===== src/rtl/cnp_pkg.sv =====
package cnp_pkg;

    // Width kept for namesize and filesize (16..32).
    localparam int LEN_W = 32;

    localparam int HDR_BYTES    = 110;
    localparam int MAGIC_BYTES  = 6;
    localparam int FIELD_DIGITS = 8;
    localparam int DEC_FIELDS   = 12;
    localparam int TRL_LEN      = 11;

    localparam logic [3:0] FID_FILESIZE = 4'd6;
    localparam logic [3:0] FID_NAMESIZE = 4'd11;

    localparam logic [2:0] KIND_MAGIC    = 3'd0;
    localparam logic [2:0] KIND_HEX      = 3'd1;
    localparam logic [2:0] KIND_CHECK    = 3'd2;
    localparam logic [2:0] KIND_NAME     = 3'd3;
    localparam logic [2:0] KIND_NAME_PAD = 3'd4;
    localparam logic [2:0] KIND_DATA     = 3'd5;
    localparam logic [2:0] KIND_DATA_PAD = 3'd6;
    localparam logic [2:0] KIND_AFTER    = 3'd7;

    localparam int TDATA_OUT_W = 56;

    typedef struct packed {
        logic       step;
        logic       first;
        logic       last;
        logic [3:0] fid;
    } t_field_ctl;

    typedef struct packed {
        logic        done;
        logic [3:0]  id;
        logic [31:0] value;
        logic        bad;
    } t_field_res;

    typedef struct packed {
        logic [2:0]  kind;
        logic [7:0]  echo;
        logic        field_done;
        logic [3:0]  field_id;
        logic [31:0] field_value;
        logic        bad_digit;
        logic        entry_end;
        logic        trailer_seen;
    } t_result;

    function automatic logic [7:0] trailer_char(input logic [3:0] idx);
        logic [7:0] c;
        case (idx)
            4'd0:    c = "T";
            4'd1:    c = "R";
            4'd2:    c = "A";
            4'd3:    c = "I";
            4'd4:    c = "L";
            4'd5:    c = "E";
            4'd6:    c = "R";
            4'd7:    c = "!";
            4'd8:    c = "!";
            4'd9:    c = "!";
            default: c = 8'h00;
        endcase
        return c;
    endfunction

endpackage


===== src/rtl/cnp_hex_field.sv =====
module cnp_hex_field (
    input  logic                i_clk,
    input  logic                i_rst_n,
    input  cnp_pkg::t_field_ctl i_ctl,
    input  logic [7:0]          i_byte,
    output cnp_pkg::t_field_res o_res
);

    logic [31:0] r_acc;
    logic        r_stopped;
    logic [31:0] n_acc;
    logic        n_stopped;
    logic [31:0] acc_base;
    logic        stop_base;
    logic        dig_ok;
    logic [3:0]  dig_val;

    always_comb begin
        dig_ok  = 1'b1;
        dig_val = 4'd0;
        if (i_byte >= "0" && i_byte <= "9") begin
            dig_val = 4'(i_byte - 8'h30);
        end else if (i_byte >= "a" && i_byte <= "f") begin
            dig_val = 4'(i_byte - 8'h57);
        end else if (i_byte >= "A" && i_byte <= "F") begin
            dig_val = 4'(i_byte - 8'h37);
        end else begin
            dig_ok = 1'b0;
        end
    end

    always_comb begin
        acc_base  = i_ctl.first ? 32'd0 : r_acc;
        stop_base = i_ctl.first ? 1'b0 : r_stopped;
        n_acc     = acc_base;
        n_stopped = stop_base;
        // first non-hex char freezes the field
        if (!stop_base) begin
            if (dig_ok) begin
                n_acc = {acc_base[27:0], dig_val};
            end else begin
                n_stopped = 1'b1;
            end
        end
    end

    always_comb begin
        o_res = '0;
        if (i_ctl.last) begin
            o_res.done  = 1'b1;
            o_res.id    = i_ctl.fid;
            o_res.value = n_acc;
            o_res.bad   = n_stopped;
        end
    end

    always_ff @(posedge i_clk) begin
        if (!i_rst_n) begin
            r_acc     <= '0;
            r_stopped <= 1'b0;
        end else if (i_ctl.step) begin
            r_acc     <= n_acc;
            r_stopped <= n_stopped;
        end
    end

endmodule


===== src/rtl/cnp_walk.sv =====
module cnp_walk (
    input  logic                i_clk,
    input  logic                i_rst_n,
    input  logic                i_step,
    input  logic [7:0]          i_byte,
    input  cnp_pkg::t_field_res i_field,
    output cnp_pkg::t_field_ctl o_fctl,
    output cnp_pkg::t_result    o_res
);

    localparam logic [2:0] PH_HEADER   = 3'd0;
    localparam logic [2:0] PH_NAME     = 3'd1;
    localparam logic [2:0] PH_NAME_PAD = 3'd2;
    localparam logic [2:0] PH_DATA     = 3'd3;
    localparam logic [2:0] PH_DATA_PAD = 3'd4;
    localparam logic [2:0] PH_DONE     = 3'd5;

    localparam logic [6:0] HO_FIELD_LO = 7'(cnp_pkg::MAGIC_BYTES);
    localparam logic [6:0] HO_FIELD_HI =
        7'(cnp_pkg::MAGIC_BYTES + cnp_pkg::DEC_FIELDS * cnp_pkg::FIELD_DIGITS);
    localparam logic [6:0] HO_LAST     = 7'(cnp_pkg::HDR_BYTES - 1);
    localparam logic [3:0] TRL_IDX     = 4'(cnp_pkg::TRL_LEN);
    localparam logic [cnp_pkg::LEN_W-1:0] TRL_NAMESIZE = cnp_pkg::LEN_W'(cnp_pkg::TRL_LEN);
    localparam logic [cnp_pkg::LEN_W-1:0] LEN_ONE      = cnp_pkg::LEN_W'(1);

    logic [2:0]               r_phase,    n_phase;
    logic [6:0]               r_ho,       n_ho;
    logic [cnp_pkg::LEN_W-1:0] r_name_len, n_name_len;
    logic [cnp_pkg::LEN_W-1:0] r_data_len, n_data_len;
    logic [cnp_pkg::LEN_W-1:0] r_left,     n_left;
    logic [1:0]               r_off,      n_off;
    logic                     r_tmatch,   n_tmatch;
    logic [3:0]               r_name_idx, n_name_idx;

    logic [6:0] rel;
    logic       in_field;
    logic       match_now;

    assign rel      = r_ho - HO_FIELD_LO;
    assign in_field = (r_phase == PH_HEADER) && (r_ho >= HO_FIELD_LO) && (r_ho < HO_FIELD_HI);

    always_comb begin
        o_fctl.step  = i_step && in_field;
        o_fctl.first = rel[2:0] == 3'd0;
        o_fctl.last  = in_field && (rel[2:0] == 3'd7);
        o_fctl.fid   = rel[6:3];
    end

    assign match_now = r_tmatch && (r_name_idx < TRL_IDX)
                       && (i_byte == cnp_pkg::trailer_char(r_name_idx));

    always_comb begin
        n_phase    = r_phase;
        n_ho       = r_ho;
        n_name_len = r_name_len;
        n_data_len = r_data_len;
        n_left     = r_left;
        n_off      = r_off + 2'd1;
        n_tmatch   = r_tmatch;
        n_name_idx = r_name_idx;

        o_res              = '0;
        o_res.kind         = cnp_pkg::KIND_AFTER;
        o_res.echo         = i_byte;
        o_res.field_done   = i_field.done;
        o_res.field_id     = i_field.id;
        o_res.field_value  = i_field.value;
        o_res.bad_digit    = i_field.bad;

        case (r_phase)
            PH_HEADER: begin
                if (r_ho < HO_FIELD_LO) begin
                    o_res.kind = cnp_pkg::KIND_MAGIC;
                end else if (r_ho < HO_FIELD_HI) begin
                    o_res.kind = cnp_pkg::KIND_HEX;
                    if (i_field.done && i_field.id == cnp_pkg::FID_FILESIZE) begin
                        n_data_len = i_field.value[cnp_pkg::LEN_W-1:0];
                    end
                    if (i_field.done && i_field.id == cnp_pkg::FID_NAMESIZE) begin
                        n_name_len = i_field.value[cnp_pkg::LEN_W-1:0];
                    end
                end else begin
                    o_res.kind = cnp_pkg::KIND_CHECK;
                end
                if (r_ho == HO_LAST) begin
                    n_ho       = '0;
                    n_tmatch   = 1'b1;
                    n_name_idx = '0;
                    n_left     = r_name_len;
                    if (r_name_len != '0) begin
                        n_phase = PH_NAME;
                    end else if (n_off != 2'd0) begin
                        n_phase = PH_NAME_PAD;
                    end else if (r_data_len != '0) begin
                        n_phase = PH_DATA;
                        n_left  = r_data_len;
                    end else begin
                        n_phase         = PH_HEADER;
                        o_res.entry_end = 1'b1;
                    end
                end else begin
                    n_ho = r_ho + 7'd1;
                end
            end
            PH_NAME: begin
                o_res.kind = cnp_pkg::KIND_NAME;
                n_tmatch   = match_now;
                n_left     = r_left - LEN_ONE;
                if (r_name_idx < TRL_IDX) begin
                    n_name_idx = r_name_idx + 4'd1;
                end
                if (r_left == LEN_ONE) begin
                    if (match_now && r_name_len == TRL_NAMESIZE) begin
                        o_res.trailer_seen = 1'b1;
                        n_phase            = PH_DONE;
                    end else if (n_off != 2'd0) begin
                        n_phase = PH_NAME_PAD;
                    end else if (r_data_len != '0) begin
                        n_phase = PH_DATA;
                        n_left  = r_data_len;
                    end else begin
                        n_phase         = PH_HEADER;
                        o_res.entry_end = 1'b1;
                    end
                end
            end
            PH_NAME_PAD: begin
                o_res.kind = cnp_pkg::KIND_NAME_PAD;
                if (n_off == 2'd0) begin
                    if (r_data_len != '0) begin
                        n_phase = PH_DATA;
                        n_left  = r_data_len;
                    end else begin
                        n_phase         = PH_HEADER;
                        o_res.entry_end = 1'b1;
                    end
                end
            end
            PH_DATA: begin
                o_res.kind = cnp_pkg::KIND_DATA;
                n_left     = r_left - LEN_ONE;
                if (r_left == LEN_ONE) begin
                    if (n_off != 2'd0) begin
                        n_phase = PH_DATA_PAD;
                    end else begin
                        n_phase         = PH_HEADER;
                        o_res.entry_end = 1'b1;
                    end
                end
            end
            PH_DATA_PAD: begin
                o_res.kind = cnp_pkg::KIND_DATA_PAD;
                if (n_off == 2'd0) begin
                    n_phase         = PH_HEADER;
                    o_res.entry_end = 1'b1;
                end
            end
            default: begin
                o_res.kind = cnp_pkg::KIND_AFTER;
            end
        endcase
    end

    always_ff @(posedge i_clk) begin
        if (!i_rst_n) begin
            r_phase    <= PH_HEADER;
            r_ho       <= '0;
            r_name_len <= '0;
            r_data_len <= '0;
            r_left     <= '0;
            r_off      <= '0;
            r_tmatch   <= 1'b1;
            r_name_idx <= '0;
        end else if (i_step) begin
            r_phase    <= n_phase;
            r_ho       <= n_ho;
            r_name_len <= n_name_len;
            r_data_len <= n_data_len;
            r_left     <= n_left;
            r_off      <= n_off;
            r_tmatch   <= n_tmatch;
            r_name_idx <= n_name_idx;
        end
    end

    a_done_sticky: assert property (@(posedge i_clk) disable iff (!i_rst_n)
        r_phase == PH_DONE |=> r_phase == PH_DONE)
        else $error("walk left the after-trailer phase");

    a_name_left: assert property (@(posedge i_clk) disable iff (!i_rst_n)
        r_phase == PH_NAME |-> r_left != '0)
        else $error("name phase with no bytes left");

    a_data_left: assert property (@(posedge i_clk) disable iff (!i_rst_n)
        r_phase == PH_DATA |-> r_left != '0)
        else $error("data phase with no bytes left");

    a_ho_range: assert property (@(posedge i_clk) disable iff (!i_rst_n)
        r_ho <= HO_LAST)
        else $error("header offset past header end");

    a_ho_zero: assert property (@(posedge i_clk) disable iff (!i_rst_n)
        r_phase != PH_HEADER |-> r_ho == '0)
        else $error("header offset nonzero outside header");

endmodule


===== src/rtl/cpio_newc_stream_parser.sv =====
// Channel   Dir  Handshake                        Payload
// s_axis    in   i_s_axis_tvalid/o_s_axis_tready  archive byte
// m_axis    out  o_m_axis_tvalid/i_m_axis_tready  per-byte classification + field result
//
// One result per input byte, one byte per clock sustained while i_m_axis_tready stays high.
// Each byte passes through the input register, then is decoded into the output register.
// The walk state advances when a byte moves from the input to the output register.
// A stalled output holds its result; the input register takes one more byte if empty, then holds it.
// Synchronous active-low reset returns the walker to the start of a header.
module cpio_newc_stream_parser (
    input  logic        i_clk,
    input  logic        i_rst_n,
    input  logic        i_s_axis_tvalid,
    output logic        o_s_axis_tready,
    input  logic [7:0]  i_s_axis_tdata,   // [7:0] archive_byte
    output logic        o_m_axis_tvalid,
    input  logic        i_m_axis_tready,
    // [2:0] byte_kind, [10:3] byte_echo, [11] field_done, [15:12] field_id,
    // [47:16] field_value, [48] bad_digit, [49] entry_end, [50] trailer_seen
    output logic [cnp_pkg::TDATA_OUT_W-1:0] o_m_axis_tdata
);

    logic             r_in_valid;
    logic [7:0]       r_in_byte;
    logic             r_out_valid;
    cnp_pkg::t_result r_out;

    logic                advance;
    cnp_pkg::t_field_ctl fctl;
    cnp_pkg::t_field_res fres;
    cnp_pkg::t_result    res;

    assign advance         = r_in_valid && (!r_out_valid || i_m_axis_tready);
    assign o_s_axis_tready = !r_in_valid || advance;

    cnp_hex_field u_field (
        .i_clk   (i_clk),
        .i_rst_n (i_rst_n),
        .i_ctl   (fctl),
        .i_byte  (r_in_byte),
        .o_res   (fres)
    );

    cnp_walk u_walk (
        .i_clk   (i_clk),
        .i_rst_n (i_rst_n),
        .i_step  (advance),
        .i_byte  (r_in_byte),
        .i_field (fres),
        .o_fctl  (fctl),
        .o_res   (res)
    );

    always_ff @(posedge i_clk) begin
        if (!i_rst_n) begin
            r_in_valid <= 1'b0;
        end else if (o_s_axis_tready) begin
            r_in_valid <= i_s_axis_tvalid;
        end
    end

    always_ff @(posedge i_clk) begin
        if (o_s_axis_tready && i_s_axis_tvalid) begin
            r_in_byte <= i_s_axis_tdata;
        end
    end

    always_ff @(posedge i_clk) begin
        if (!i_rst_n) begin
            r_out_valid <= 1'b0;
        end else if (!r_out_valid || i_m_axis_tready) begin
            r_out_valid <= r_in_valid;
        end
    end

    always_ff @(posedge i_clk) begin
        if (advance) begin
            r_out <= res;
        end
    end

    assign o_m_axis_tvalid = r_out_valid;
    assign o_m_axis_tdata  = {5'd0,
                              r_out.trailer_seen,
                              r_out.entry_end,
                              r_out.bad_digit,
                              r_out.field_value,
                              r_out.field_id,
                              r_out.field_done,
                              r_out.echo,
                              r_out.kind};

endmodule

===== config.mk =====
export PLATFORM = sky130hd
export DESIGN_NAME = cpio_newc_stream_parser
export DESIGN_NICKNAME = d
export VERILOG_FILES = /design/src/rtl/cnp_pkg.sv /design/src/rtl/cnp_hex_field.sv /design/src/rtl/cnp_walk.sv /design/src/rtl/cpio_newc_stream_parser.sv
export SDC_FILE = /design/constraint.sdc
export NUM_CORES = 1
export LEC_CHECK = 0
export BUFFER_PORTS_ARGS = -buffer_cell sky130_fd_sc_hd__buf_2
export CORE_ASPECT_RATIO = 1.4
export CORE_UTILIZATION = 62
export CTS_BUF_LIST = sky130_fd_sc_hd__clkbuf_2
export DETAILED_ROUTE_END_ITERATION = 8
export PLACE_DENSITY_LB_ADDON = 0.1
export SLEW_MARGIN = 20
export SYNTH_ARGS = -nofsm -noshare
export SYNTH_HDL_FRONTEND = slang
export SYNTH_SLANG_ARGS = --single-unit

===== constraint.sdc =====
create_clock -name i_clk -period 3.7 [get_ports i_clk]
set_input_delay 0.555 -clock i_clk [delete_from_list [all_inputs] [get_ports i_clk]]
set_output_delay 0.555 -clock i_clk [all_outputs]
set_load 0.05 [all_outputs]

## Yosys cells after proc, flatten, opt, wreduce, memory -nomap -nowiden

Memories as Yosys holds them, arrays and structs flattened. A register that Yosys moved wholly into a read port is not among the register bits.
Cells that the tools add are included.

| storage, ports and cells | value |
|---|---|
| bits of input ports | 12 |
| memories | 1 |
| bits in writable memories | 0 |
| logic and storage cells | 152 |
| ROM bits | 112 |
| output and inout port bits | 58 |
| bits in latches | 0 |
| register bits after elaboration | 207 |

Memories:

| name | words | width | read ports | clocked after Yosys merged registers in | write ports | RTL line | source |
|---|---|---|---|---|---|---|---|
| (name not given) | 16 | 7 | 1 | 1 | 0 | cnp_pkg.sv:53 | `case (idx)` |

| cells by class | value |
|---|---|
| order comparisons | 10 |
| divide/modulo/power cells | 0 |
| bitwise operators | 1 |
| multiplexer cells | 58 |
| equal/unequal tests | 18 |
| shift operators | 0 |
| reductions and logical operators | 35 |
| add/subtract/negate cells | 8 |
| multipliers | 0 |

Operator list:

| operator | count |
|---|---|
| $mux W32 | 13 |
| $pmux W32 S4 | 1 |
| $reduce_bool A32 Y1 | 2 |
| $mux W38 | 1 |
| $eq A32 B1 Y1 const B | 1 |
| $eq A32 B4 Y1 const B | 1 |
| $sub A32 B1 Y32 const B | 1 |
| $mux W3 | 10 |
| $pmux W3 S5 | 2 |
| $mux W4 | 7 |
| $mux W1 | 17 |
| $ge A8 B7 Y1 const B | 2 |
| $le A8 B7 Y1 const B | 2 |
| $reduce_and A5 Y1 | 3 |
| $logic_and A1 B1 Y1 | 14 |
| $ne A2 B1 Y1 const B | 6 |
| $eq A8 B8 Y1 | 1 |
| $ge A8 B6 Y1 const B | 1 |
| $le A8 B6 Y1 const B | 1 |
| $pmux W4 S2 | 1 |
| $sub A4 B3 Y4 const B | 2 |
| $add A7 B1 Y7 const B | 1 |
| $eq A7 B7 Y1 const B | 1 |
| $ge A7 B3 Y1 const B | 1 |
| 29 further kinds | 38 |

## Depth between registers and ports, before layout

| depth | value |
|---|---|
| depth after elaboration | 11 |
| depth in mapped cells | 11 |
| mapped depth without buffers | 10 |

## Cells and area by module

From an unflattened synthesis, not the netlist that was laid out.

| second synthesis, totals | value |
|---|---|
| cell total of the unflattened synthesis | 1182 |
| area, all modules | 10505.1 µm² |

Modules (own cells, without submodules):

| module | times used | sequential area each (µm²) | area an instance (µm²) | cells each |
|---|---|---|---|---|
| cnp_walk | 1 | 2402.3 | 6782.8 | 888 |
| cpio_newc_stream_parser | 1 | 1811.7 | 1916.8 | 74 |
| cnp_hex_field | 1 | 660.6 | 1805.5 | 220 |

## Worst setup path before layout

Ideal clock, no wire load.

| timing | value |
|---|---|
| path type | reg2reg |
| start | register u_walk.r_left[12] in the netlist's numbering |
| end | register u_walk.r_left[14] in the netlist's numbering |
| path slack | 0.895 ns |
| clock period less this slack | 2.805 ns |
| library setup time | 0.130 ns |
| data arrival time | 2.674 ns |
| path buffers | 2 |
| required time | 3.570 ns |
| stages on the path, launching flop included | 10 |
| cells stage by stage | dfxtp_1 > or4_4 > nor4_4 > or4b_1 > buf_2 > a2111oi_4 > buf_4 > nor3_1 > a222oi_1 > o22ai_1 |

| on the way | value |
|---|---|
| longest elaborated chain between the ends | 6 |
| elaborated cells between the ends (all ways) | 7 |
| those cells by class | 1 x add/sub; 1 x eq/ne; 5 x mux |

RTL lines:

| what | RTL line | source |
|---|---|---|
| start: declaration | cnp_walk.sv:30 | `logic [cnp_pkg::LEN_W-1:0] r_left, n_left;` |
| start signal: assignment | cnp_walk.sv:179 | `r_left <= n_left;` |
| $sub A32 B1 Y32 | cnp_walk.sv:108, cnp_walk.sv:141 |  |
| $mux W32 | cnp_walk.sv:118 | `end else if (r_data_len != '0) begin` |
| $mux W32 | cnp_walk.sv:116 | `end else if (n_off != 2'd0) begin` |
| $mux W32 | cnp_walk.sv:113 | `if (match_now && r_name_len == TRL_NAMESIZE) begin` |
| $mux W32 | cnp_walk.sv:112 | `if (r_left == LEN_ONE) begin` |
| $pmux W32 S4 * | cnp_walk.sv:70 | `case (r_phase)` |

Mark *: on every way between the ends. The rest lies on a longest branch, timed or not.
A chain may end at the register's enable or synchronous reset.

## Worst setup path after layout

| timing | value |
|---|---|
| start | register u_walk.r_left[12] in the netlist's numbering |
| end | register u_walk.r_left[11] in the netlist's numbering |

| on the way | value |
|---|---|
| longest elaborated chain between the ends | 3 |

RTL lines:

| what | RTL line |
|---|---|
| $eq A32 B1 Y1 | cnp_walk.sv:112 |
| $mux W32 | cnp_walk.sv:112 |
| $pmux W32 S4 | cnp_walk.sv:70 |

Every way passes these cells.

==> results by group <==
Clocking
  • H-tree lvl count: 2
  • Setup bufs post-CTS: 0
  • Cts bufs inserted: about 50
  • Root buf cell: clkbuf_2
  • TritonCTS clock tree: done
  • Clock buffer depth: 3
  • CTS clk-pin slew, worst paths: between 0.1 and 0.15 ns
  • Clock latency on the worst-skew pair: ~0.83 ns
  • Clk sinks: ~210

Detailed routing
  • ANT nets after route: 0
  • 1st-pass router iterations: 8
  • Total Wirelength: 26600 microns
  • Iter 0 DRT Violations: between 900 and 1k
  • DR WL/cell: between 15 and 20 microns
  • DR vias/cell: roughly 6.4
  • Drt drc: 0
  • Total number of vias: just under 9k

Placed design
  • Pre-CTS setup slack: 0.291 ns
  • Dpl hpwl: 17900 microns
  • Final weighted congestion in routability-driven placement: 0.964
  • Port Buffers: 64

Logic synthesis
  • Synth Flop Type: dfxtp_1
  • Sequential share of the synthesized area: around 50%
  • Cell taking the most area after synthesis: dfxtp_1
  • Synth warn: 0
  • #FFs+latches synth: about 210
  • Synthesized cell area: a little under 10000 sq um
  • Number of synthesized flops with an enable pin: 59
  • Synthesized instance count: 1050
  • Synth top area share: between 30% and 40%
  • Yosys cell types: between 60 and 70
  • Ys async rst share: 0%
  • Avg Cell Area, Syn: between 9 and 10 sq um
  • Most area-consuming cells after synthesis: dfxtp_1 (32%), edfxtp_1 (18%), a211oi_1 (7.8%), nor2_1 (7.0%), nand2_1 (2.7%)

Floorplan
  • Width of the chip: between 100 and 150 microns
  • Die height: 150 microns
  • Die area: around 16000 sq um
  • Row count: 53
  • Initial Util: between 60% and 70%
  • I/O pin cnt: 70
  • Core area: 15100 sq um

Pwr
  • Leakage: roughly 4 nW
  • Total power: approximately 0.0041 W
  • Power per cell area: roughly 380 nW/um^2
  • VDD IR max: ~330 uV

STA
  • Crit path time final: ~3.4 ns
  • Final period utilization: ~93%
  • Endpoints failing setup: 0
  • Hold Vio Cnt, Final: 0
  • Setup Skew: between 0.04 and 0.05 ns
  • Maximum clock frequency: slightly below 0.3 GHz
  • RSZ-0062 raised after global routing: false
  • Worst-Margin Slew: between 1 and 1.5 ns
  • Final worst slack: between 0.2 and 0.3 ns
  • Fin. max-slew vios: 0
  • Max-slew headroom: between 30% and 40%
  • Setup TNS: 0 ns

Worst setup path
  • Crit path kind: flop to flop
  • Critical path required time: 4.38 ns
  • WP buf/inv: 1
  • CP max-delay cell: or4b_1
  • Crit path largest cell delay: between 0.6 and 0.7 ns
  • Reg-to-Reg Start: u_walk.r_left[12]
  • Crit-path cells: or4_4 > nor4_4 > or4b_1 > a2111oi_4 > buf_4 > nor3_1 > a222oi_1 > o22ai_1
  • Worst Setup Start Kind: flop
  • CP Data Arrival Time: 4.10 ns
  • Top delay family on crit path: simple AND/OR/NAND/NOR gates
  • Highest fanout seen on the critical path: 14
  • Start point of the critical path: u_walk.r_left[12]
  • Critical Path Sink Type: flop

Global routing
  • Number of global-route vias before repair: roughly 8.3k
  • Initial antenna violation count: 1
  • Largest net degree at the start of global routing: 107
  • Global-route congestion overflow total: 0
  • Tot GR Track Use: around 33%
  • First-pass GRT wire length: ~41000 microns

Worst hold path
  • Hold crit path type: primary input to flop
  • Hold_sp: i_s_axis_tdata[7]

Run
  • Max-Cap Viols: 0

Final layout
  • Most common cell after layout, fill and taps aside: nor2_1
  • Layout area overhead: 12.1%
  • Most frequent cells in the layout: nor2_1 (181), dfxtp_1 (155), a211oi_1 (100), clkbuf_2 (73), nand2_1 (70)
  • Fin util: a little under three quarters
  • Share of layout cells above drive strength 1: approximately 18%
  • Final #Nets: 1163

Outcome
  • Status: finished clean
[per-layer routing]
layer	global-route usage, %	vias up	share of wire [%]
met1	33.9	4189	36
met4	21.7	0	5.7
met2	60.2	314	52
met3	6.23	107	5.4
li1	-	4135	-
met5	0	-	0
[state kept, by name, summed over array words and instances (netlist names), 2 cells and up, named ones only]
signal             count
u_walk.r_phase         3
u_walk.r_data_len     32
r_in_byte              8
o_m_axis_tdata        51
u_walk.r_name_idx      4
u_walk.r_ho            7
u_walk.r_left         32
u_field.r_acc         32
u_walk.r_off           2
u_walk.r_name_len     32
[power by group]
group,switching [W],total (W),leakage [nW],internal [W]
registers,0.0000199,0.00245,1.81,0.00243
logic,0.000187,0.000245,1.82,0.0000585
clock network,0.000918,0.00145,0.334,0.000530
[synth_stat cells (6+ instances only)]
cell,count
edfxtp_1,59
or2_2,7
a31oi_1,11
a21oi_1,50
ha_1,11
buf_4,7
clkbuf_1,60
o22ai_1,28
nor4_1,31
dfxtp_1,155
nand2b_1,7
nand2_1,70
xor2_1,10
and3_1,7
a222oi_1,15
mux2i_1,7
xnor2_1,13
nor2_1,182
a22oi_1,28
nor3_1,26
or3_1,11
nand4_1,11
buf_2,7
and2_1,6
o21ai_0,13
a221oi_1,10
a211oi_1,101
nand3_1,18
inv_1,20
[repair_timing]
item | in CTS | in global routing
hold endpoints to repair | 11 | 0
hold buffers | 11 | 0
endpoints found under the setup margin | 0 | 1
resized for setup | 0 | 1
[cell type report]
| type | instances | area [sq um] |
|---|---|---|
| antenna | 1 | 2.50 |
| clock buffer | 73 | 365 |
| clock inverter | 13 | 60.1 |
| fill | 1210 | 4260 |
| inverter | 21 | 78.8 |
| multi-input combinational | 740 | 4460 |
| sequential | 214 | 4870 |
| tap | 192 | 240 |
| timing repair buffer | 114 | 781 |
[cells by family (layout without fill, tap and decap cells)]
logic type      Yosys count  in the layout  share of synthesized area [%]
fa+ha+maj                11             11                           1.42
mux                      12             12                           1.30
xor+xnor                 23             23                           2.08
buf+inv                 100            221                           4.23
simple gates            394            394                           18.9
other cells               1              6                         0.0387
flops                   214            214                           50.3
compound gates          295            295                           21.7
[path summary, 6_finish.rpt]
| check | end | slack [ns] | cells after the start |
|---|---|---|---|
| max | u_walk.r_left[11] | 0.27 | 8 |
| min | r_in_byte[7] | 0.44 | 2 |
| max reg2reg | u_walk.r_left[11] | 0.27 | 8 |
| min reg2reg | u_walk.r_off[1] | 0.47 | 2 |
[metrics by stage]
stage | cell area, sq um | hold WS (ns) | std cells
detailed placement | 10300 | 0.458 | 1269
CTS | 10800 | 0.393 | 1366
global placement | 10300 | 0.445 | 1269
finish | 10900 | 0.439 | 1368
global route | 10900 | 0.390 | 1368
floorplan | 9710 | 0.440 | 1054
(Power assumes the default switching activity.)
